<file path="src/mndt_pkg.sv">
`timescale 1ns / 1ps
// shared types and constants for the midi note duration tracker
// no dependencies
package mndt_pkg;

    localparam int SLOTS_DEF = 32;

    localparam logic [7:0] NOTE_ON_BASE  = 8'h90;
    localparam logic [7:0] NOTE_OFF_BASE = 8'h80;

    typedef enum logic [1:0] {
        OP_NOTE_ON = 2'd0,
        OP_TICK    = 2'd1,
        OP_FLUSH   = 2'd2,
        OP_STOP    = 2'd3
    } t_op;

    typedef struct packed {
        logic [1:0]  operation;
        logic [3:0]  channel;
        logic [6:0]  note;
        logic [6:0]  velocity;
        logic [27:0] duration;
    } t_in;

    typedef struct packed {
        logic [7:0] status_byte;
        logic [6:0] data_one;
        logic [6:0] data_two;
        logic       last;
    } t_out;

    // decoded request held in the queue
    typedef struct packed {
        t_op         op;
        logic [3:0]  channel;
        logic [6:0]  note;
        logic [6:0]  velocity;
        logic [27:0] duration;
    } t_cmd;

endpackage

</file>
<file path="src/mndt_front.sv">
`timescale 1ns / 1ps
// request intake: decodes requests into a two-entry queue
// depends on mndt_pkg
module mndt_front (
    input  logic              i_clk,
    input  logic              i_rst_n,
    input  logic              start,
    output logic              busy,
    input  mndt_pkg::t_in     i_item,
    input  logic              i_pop,
    output logic              o_q_valid,
    output mndt_pkg::t_cmd    o_q_cmd
);

    mndt_pkg::t_cmd r_q [2];
    logic           r_wp, r_rp;
    logic [1:0]     r_cnt;
    logic           push;
    mndt_pkg::t_cmd cmd;

    assign busy      = (r_cnt == 2'd2);
    assign push      = start && !busy;
    assign o_q_valid = (r_cnt != 2'd0);
    assign o_q_cmd   = r_q[r_rp];

    // classify the request
    always_comb begin
        cmd.op       = mndt_pkg::t_op'(i_item.operation);
        cmd.channel  = i_item.channel;
        cmd.note     = i_item.note;
        cmd.velocity = i_item.velocity;
        cmd.duration = i_item.duration;
    end

    // queue storage
    always_ff @(posedge i_clk) begin
        if (push) begin
            r_q[r_wp] <= cmd;
        end
    end

    // queue pointers
    always_ff @(posedge i_clk) begin
        if (!i_rst_n) begin
            r_wp  <= 1'b0;
            r_rp  <= 1'b0;
            r_cnt <= 2'd0;
        end else begin
            if (push) begin
                r_wp <= ~r_wp;
            end
            if (i_pop) begin
                r_rp <= ~r_rp;
            end
            r_cnt <= r_cnt + 2'(push) - 2'(i_pop);
        end
    end

endmodule

</file>
<file path="src/mndt_back.sv">
`timescale 1ns / 1ps
// slot table and sequencer: note on, tick, flush and stop
// depends on mndt_pkg
module mndt_back #(
    parameter int SLOTS = mndt_pkg::SLOTS_DEF
) (
    input  logic              i_clk,
    input  logic              i_rst_n,
    input  logic              i_q_valid,
    input  mndt_pkg::t_cmd    i_q_cmd,
    output logic              o_pop,
    output logic              o_strobe,
    output mndt_pkg::t_out    o_result
);

    localparam int IW = (SLOTS > 1) ? $clog2(SLOTS) : 1;
    localparam int CW = $clog2(SLOTS + 1);

    typedef enum logic [2:0] {
        S_IDLE = 3'b001,
        S_SCAN = 3'b010,
        S_FIN  = 3'b100
    } t_state;

    t_state r_state, n_state;

    // per-slot busy flag and channel in flops
    logic [SLOTS-1:0] r_valid, n_valid;
    logic [3:0]       r_chan [SLOTS];

    // note and countdown memory
    logic [38:0]      mem [SLOTS];
    logic [38:0]      r_rd;
    logic             we;
    logic [IW-1:0]    waddr;
    logic [38:0]      wdata;

    mndt_pkg::t_cmd   r_cmd;
    logic [CW-1:0]    r_idx;
    logic             r_p1v;
    logic [IW-1:0]    r_p1i;
    logic             r_pend_v, n_pend_v;
    mndt_pkg::t_out   r_pend, n_pend;
    logic             n_strobe;
    mndt_pkg::t_out   n_result;

    logic [IW-1:0]    pick;
    logic             free_found;
    logic [31:0]      rem_dec;
    logic             hit;
    logic             scan_done;

    // lowest free slot
    always_comb begin
        pick       = '0;
        free_found = 1'b0;
        for (int i = SLOTS - 1; i >= 0; i--) begin
            if (!r_valid[i]) begin
                pick       = IW'(i);
                free_found = 1'b1;
            end
        end
    end

    assign rem_dec   = r_rd[31:0] - 32'd1;
    assign scan_done = (r_idx == CW'(SLOTS));

    // slot evaluation during a scan
    always_comb begin
        hit = 1'b0;
        if (r_p1v && r_valid[r_p1i]) begin
            unique case (r_cmd.op)
                mndt_pkg::OP_TICK:  hit = (rem_dec == 32'd0);
                mndt_pkg::OP_FLUSH: hit = (r_chan[r_p1i] == r_cmd.channel);
                mndt_pkg::OP_STOP:  hit = 1'b1;
                default:            hit = 1'b0;
            endcase
        end
    end

    // sequencer
    always_comb begin
        n_state  = r_state;
        n_valid  = r_valid;
        n_pend_v = r_pend_v;
        n_pend   = r_pend;
        n_strobe = 1'b0;
        n_result = r_pend;
        o_pop    = 1'b0;
        we       = 1'b0;
        waddr    = r_p1i;
        wdata    = {r_rd[38:32], rem_dec};
        unique case (r_state)
            S_IDLE: begin
                if (i_q_valid) begin
                    o_pop = 1'b1;
                    if (i_q_cmd.op == mndt_pkg::OP_NOTE_ON) begin
                        // table full falls back to slot 0
                        waddr          = free_found ? pick : '0;
                        we             = 1'b1;
                        wdata          = {i_q_cmd.note, 4'd0, i_q_cmd.duration};
                        n_valid[waddr] = 1'b1;
                        n_strobe       = 1'b1;
                        n_result.status_byte = mndt_pkg::NOTE_ON_BASE |
                                               {4'd0, i_q_cmd.channel};
                        n_result.data_one    = i_q_cmd.note;
                        n_result.data_two    = i_q_cmd.velocity;
                        n_result.last        = 1'b1;
                    end else begin
                        n_state = S_SCAN;
                    end
                end
            end
            S_SCAN: begin
                if (r_p1v && r_valid[r_p1i] && r_cmd.op == mndt_pkg::OP_TICK) begin
                    we = 1'b1;
                end
                if (hit) begin
                    n_valid[r_p1i] = 1'b0;
                    // hold the newest note off back so the final one gets last
                    if (r_pend_v) begin
                        n_strobe      = 1'b1;
                        n_result.last = 1'b0;
                    end
                    n_pend_v = 1'b1;
                    n_pend.status_byte = mndt_pkg::NOTE_OFF_BASE | {4'd0, r_chan[r_p1i]};
                    n_pend.data_one    = r_rd[38:32];
                    n_pend.data_two    = 7'd0;
                    n_pend.last        = 1'b0;
                end
                if (scan_done && !r_p1v) begin
                    n_state = S_FIN;
                end
            end
            S_FIN: begin
                if (r_pend_v) begin
                    n_strobe      = 1'b1;
                    n_result.last = 1'b1;
                end
                n_pend_v = 1'b0;
                n_state  = S_IDLE;
            end
            default: n_state = S_IDLE;
        endcase
    end

    // memory port
    always_ff @(posedge i_clk) begin
        if (we) begin
            mem[waddr] <= wdata;
        end
        r_rd <= mem[r_idx[IW-1:0]];
    end

    // channel store
    always_ff @(posedge i_clk) begin
        if (r_state == S_IDLE && i_q_valid && i_q_cmd.op == mndt_pkg::OP_NOTE_ON) begin
            r_chan[free_found ? pick : '0] <= i_q_cmd.channel;
        end
    end

    // payload registers
    always_ff @(posedge i_clk) begin
        r_pend   <= n_pend;
        o_result <= n_result;
        if (o_pop) begin
            r_cmd <= i_q_cmd;
        end
        r_p1i <= r_idx[IW-1:0];
    end

    // control registers
    always_ff @(posedge i_clk) begin
        if (!i_rst_n) begin
            r_state  <= S_IDLE;
            r_valid  <= '0;
            r_pend_v <= 1'b0;
            o_strobe <= 1'b0;
            r_idx    <= '0;
            r_p1v    <= 1'b0;
        end else begin
            r_state  <= n_state;
            r_valid  <= n_valid;
            r_pend_v <= n_pend_v;
            o_strobe <= n_strobe;
            if (r_state == S_SCAN && !scan_done) begin
                r_idx <= r_idx + CW'(1);
                r_p1v <= 1'b1;
            end else begin
                if (r_state != S_SCAN) begin
                    r_idx <= '0;
                end
                r_p1v <= 1'b0;
            end
        end
    end

endmodule

</file>
<file path="src/midi_note_duration_tracker.sv">
`timescale 1ns / 1ps
// top level of the midi note duration tracker
// depends on mndt_pkg, mndt_front, mndt_back
//
// Usage:
//   A request is taken on a rising edge with start high and busy low; its
//   fields travel in i_item. Requests enter a two-entry queue, so busy rises
//   only when two requests are waiting behind the one at work.
//   Results appear on o_result for one cycle each, marked by o_strobe; the
//   receiver cannot stall them. The final result of a request has last set.
//   A note on is written into the queue, popped by the sequencer and
//   answered in its idle state, through the registered o_strobe and o_result.
//   Tick, flush and stop walk every slot, one slot a cycle, through the
//   countdown memory read port: the sequencer pops the request, primes the
//   read port, evaluates each slot, closes the scan and sends the held note
//   off. Note offs come in ascending slot order; each is held until the next
//   one is found, and the final one is sent after the scan, from the closing
//   state.
//   Reset frees every slot at once; there is no clearing pass, the note and
//   countdown memory is only evaluated for busy slots.
module midi_note_duration_tracker #(
    parameter int SLOTS = mndt_pkg::SLOTS_DEF
) (
    input  logic              i_clk,
    input  logic              i_rst_n,
    input  logic              start,
    output logic              busy,
    input  mndt_pkg::t_in     i_item,
    output logic              o_strobe,
    output mndt_pkg::t_out    o_result
);

    logic           q_valid;
    logic           pop;
    mndt_pkg::t_cmd q_cmd;

    mndt_front u_front (
        .i_clk     (i_clk),
        .i_rst_n   (i_rst_n),
        .start     (start),
        .busy      (busy),
        .i_item    (i_item),
        .i_pop     (pop),
        .o_q_valid (q_valid),
        .o_q_cmd   (q_cmd)
    );

    mndt_back #(
        .SLOTS (SLOTS)
    ) u_back (
        .i_clk     (i_clk),
        .i_rst_n   (i_rst_n),
        .i_q_valid (q_valid),
        .i_q_cmd   (q_cmd),
        .o_pop     (pop),
        .o_strobe  (o_strobe),
        .o_result  (o_result)
    );

endmodule

</file>
<file path="config.mk">
export PLATFORM = sky130hd
export DESIGN_NAME = midi_note_duration_tracker
export DESIGN_NICKNAME = d
export VERILOG_FILES = /design/src/mndt_pkg.sv /design/src/mndt_front.sv /design/src/mndt_back.sv /design/src/midi_note_duration_tracker.sv
export SDC_FILE = /design/constraint.sdc
export NUM_CORES = 2
export LEC_CHECK = 0
export BUFFER_PORTS_ARGS = -buffer_cell sky130_fd_sc_hd__buf_4
export CORE_MARGIN = 8
export CORE_UTILIZATION = 29
export DETAILED_ROUTE_END_ITERATION = 16
export GPL_TIMING_DRIVEN = 0
export HOLD_SLACK_MARGIN = 0.06
export PLACE_DENSITY = 0.5
export SYNTH_ARGS = -nofsm -noshare
export SYNTH_HDL_FRONTEND = slang
export SYNTH_SLANG_ARGS = --single-unit
</file>
<file path="constraint.sdc">
create_clock -name i_clk -period 12.79 [get_ports i_clk]
set_clock_uncertainty 0.15 [all_clocks]
set_input_delay 0.6395 -clock i_clk [delete_from_list [all_inputs] [get_ports i_clk]]
set_output_delay 0.6395 -clock i_clk [all_outputs]
set_load 0.005 [all_outputs]
</file>
==> summary.txt <==
Yosys
  – Synth Warn #: 0
  – Largest family of logic cells by synthesized area: multiplexers
  – Sequential fraction of the synthesis area: 0.7571
  – Synth async-reset ratio: 0
  – Avg Cell Area, Syn: between 20 and 25 µm²
  – Synthesized area: 0.06205 mm²
  – Post-synthesis mux area share: 0.1688
  – Synth Area in Simple Gates: 0.03343
  – Number of flops mapped to enable cells by yosys: around 1500
  – Synth Area in Adders: 0.001210
  – Synth cell types: 71
  – Compound-Gate Fraction of Synth Area: 0.02230
  – Post-synthesis xor/xnor area fraction: 0.005364
  – Main flop type after synthesis: edfxtp_1
  – Synth Instances: 2962
  – Synth Register Bits: around 1600

Critical path
  – Setup CP Type: flop to flop
  – Data arrival, critical path: between 5000 and 6000 ps
  – Critical path's slowest cell: nor3_2
  – Worst path bufs/invs: 6
  – CP Data Required Time: ~13000 ps
  – Crit path capture type: flop
  – Worst Path Max Fanout: 10
  – CP max stage delay: roughly 900 ps
  – Worst path cell trace: clkbuf_1, clkbuf_1, nor3b_1, a22oi_1, nand4_1, and4b_1, clkbuf_1, a32o_1, o21ai_1, nor3_2, buf_6, buf_4, buf_6
  – Cell family with most CP delay: simple AND/OR/NAND/NOR gates
  – Startpoint Class: flop
  – Most frequent CP cell: clkbuf_1

Route
  – WL per Instance: approximately 29 µm
  – Residual DRC: 0
  – Final wirelength: around 180 mm
  – Routed Antenna Nets: 0
  – Vias per inst: 5.023
  – Via Count: between 30000 and 40000
  – Initial DRC Count: 3590
  – Drt first pass iters: 6

Clock network
  – Maximum clock insertion buffer count: 3
  – CTS H-tree depth: 4
  – Root Driver: clkbuf_16
  – Skew-Pair Late Insertion Delay: just over 800 ps
  – CTS Sinks: 1602
  – Register clock-pin slew on the reported worst setup and hold paths: approximately 70 ps
  – CTS tree: yes
  – CTS Buf Count: approximately 170
  – Post-CTS sizing: 0

Final layout
  – Ant diodes: 0
  – Fill cells: 19790
  – Multi-input gate area: between 0.01 and 0.015 mm²
  – Layout cells sized above 1: 0.3049
  – Nets: around 3500
  – Area delta synth->final: 20.98%
  – FF+latch area: about 0.047 mm²

STA
  – Setup TNS: 0 ps
  – Fin Hold WS: about 170 ps
  – Crit path time final: 5610 ps
  – Final Max Slew Viols: 0
  – Final Hold Fails: 0
  – # setup viols final: 0
  – Worst-Margin Slew: approximately 1400 ps
  – Slew headroom: 0.07066
  – RSZ-0062 raised after global routing: false
  – Final WS setup: 7180 ps
  – Final period utilization: 0.4386
  – Fmax: 178.2 MHz

Outcome
  – Status: complete, no violations

Global route
  – Overflow after GRT: 0
  – Number of global-route vias before repair: between 30000 and 40000
  – Pin count of the biggest net entering global routing: 36
  – Overall routing resource usage: 0.1570
  – Antenna violations before repair: 10
  – First-pass GRT wire length: approximately 260 mm

Pwr
  – IR drop worst, VDD: about 0.14 mV
  – Leakage: ~0.023 µW
  – Pwr/cell area: 170.6 mW/mm²

Placement
  – Post-DP HPWL: between 100 and 150 mm
  – GPL Wtd Cong: between 0.8 and 0.9
  – DP Worst Slack: 7232 ps
  – Count of port buffers added during placement: 72

Floorplan
  – Die X-Extent: around 480 µm
  – I/O pin cnt: 76
  – Starting Density: 0.2923
  – Core area: roughly 0.21 mm²
  – Floorplan row count: roughly 170
  – Die area: about 0.23 mm²
  – Height of the die: 478.6 µm

Hold path
  – Hold/Removal Path Class: input pin to flop

Run
  – Max Cap Viol: 0
==> layout by cell type, fill, tap and decap left out, types with 12 or more instances in the layout <==
| master | n |
|---|---|
| mux2i_1 | 96 |
| edfxtp_1 | 1489 |
| clkinv_1 | 37 |
| a21oi_1 | 20 |
| nor4b_1 | 14 |
| nor2b_1 | 18 |
| clkinv_2 | 22 |
| o21a_1 | 18 |
| xor2_1 | 22 |
| o21ai_1 | 13 |
| buf_2 | 16 |
| clkbuf_1 | 126 |
| o22ai_1 | 32 |
| dfxtp_1 | 113 |
| buf_1 | 29 |
| buf_6 | 176 |
| nor2_1 | 83 |
| bufinv_16 | 17 |
| inv_1 | 27 |
| nand3_1 | 18 |
| dlygate4sd3_1 | 48 |
| buf_8 | 38 |
| xnor2_1 | 16 |
| o21ai_0 | 28 |
| buf_4 | 84 |
| clkbuf_2 | 12 |
| mux4_2 | 398 |
| nor3_2 | 33 |
| clkbuf_16 | 165 |
| nand4_1 | 24 |
| a211oi_1 | 15 |
| nand2_1 | 79 |
| a21oi_2 | 22 |
| mux2_2 | 49 |
| nor3_1 | 16 |
==> synthesized netlist by cell type (all sizes together), types with 6 or more instances <==
| cell type | count | area share |
|---|---|---|
| edfxtp | 1489 | 0.72 |
| mux4 | 398 | 0.14 |
| dfxtp | 113 | 0.036 |
| clkbuf | 100 | 0.0060 |
| mux2i | 96 | 0.015 |
| nor2 | 87 | 0.0053 |
| nand2 | 79 | 0.0048 |
| buf | 54 | 0.0039 |
| nor3 | 50 | 0.0043 |
| mux2 | 49 | 0.0089 |
| o21ai | 45 | 0.0036 |
| a21oi | 42 | 0.0034 |
| o22ai | 32 | 0.0032 |
| inv | 27 | 0.0016 |
| nand4 | 24 | 0.0024 |
| xor2 | 22 | 0.0031 |
| nand3 | 18 | 0.0015 |
| nor2b | 18 | 0.0018 |
| o21a | 18 | 0.0022 |
| xnor2 | 16 | 0.0023 |
| a211oi | 15 | 0.0018 |
| nor4 | 14 | 0.0017 |
| nor4b | 14 | 0.0020 |
| a31oi | 12 | 0.0012 |
| nand2b | 9 | 0.00091 |
| a311oi | 8 | 0.0011 |
| or3 | 8 | 0.00081 |
| a22oi | 7 | 0.00085 |
| and3 | 7 | 0.00079 |
| o221a | 7 | 0.0013 |
| and2 | 6 | 0.00061 |
| ha | 6 | 0.0012 |
| nand4b | 6 | 0.00085 |
| or4bb | 6 | 0.0011 |
==> metrics by stage <==
stage / instance area (µm²) / power (µW) / instances / util
3_3_place_gp: 66120 / 7916 / 5856 / 0.3115
5_1_grt: 75070 / 13220 / 6432 / 0.3536
2_1_floorplan: 62050 / 7267 / 2963 / -
3_5_place_dp: 69220 / 8094 / 6083 / 0.3260
4_1_cts: 75060 / 12920 / 6432 / 0.3536
6_report: 75070 / 12810 / 6432 / 0.3536
==> flip-flops by register name, summed over array words and instances (netlist names), 2 cells and up, named ones only <==
register,flops
u_back.mem,1248
u_back.o_result,20
u_back.r_chan,128
u_back.r_cmd,6
u_back.r_idx,6
u_back.r_p1i,5
u_back.r_pend,11
u_back.r_rd,39
u_back.r_state,3
u_back.r_valid,32
u_front.r_cnt,2
u_front.r_q,96
==> cell type report <==
class	count	share of cell area
flip-flops and latches	1602	0.6258
inverters	28	0.001400
clock buffers	206	0.05785
multi-input cells	1179	0.1953
plain buffers	154	0.008517
clock inverters	95	0.01365
well taps	2821	0.04702
repair buffers	347	0.05052
==> layer usage <==
metal / track usage / wire, µm
met1: 0.2256 / 81840
met3: 0.02665 / 12010
met4: 0.03763 / 4029
met2: 0.2499 / 85930
met5: 0 / 0
==> logic make-up after synthesis <==
group | count (synthesis)
flip-flops | 1602
multiplexers | 543
AND/OR/NAND/NOR | 380
AO/OA/AOI/OAI | 209
buffers and inverters | 182
XOR/XNOR | 38
adder cells (fa/ha/maj) | 6
other | 2
==> worst min-delay path, delay by kind of cell <==
family | cells | cell delay, ps
simple gates | 2 | 170
buf+inv | 1 | 90
xor+xnor | 1 | 160
==> power by group <==
| group | internal (µW) | switching (µW) |
|---|---|---|
| Sequential | 6390 | 72.0 |
| Combinational | 439 | 1080 |
| Clock | 2770 | 2060 |
| Total | 9590 | 3210 |
==> timing repair <==
item                      4_1_cts  5_1_grt
hold endpoints to repair       96        0
setup buffers                   0        0
hold buffers                   48        0
==> path summary, 6_finish.rpt <==
path	start	to	slack, ps	cells past startpoint
worst min register to register	u_back.r_idx[4]	u_back.r_p1i[4]	190	0
worst min-delay path	start	u_front.r_wp	170	4
worst max register to register	u_back.r_p1i[4]	u_back.mem[18][24]	7180	13
worst max-delay path	u_back.r_p1i[4]	u_back.mem[18][24]	7180	13
Power figures use the tool's default switching activity.
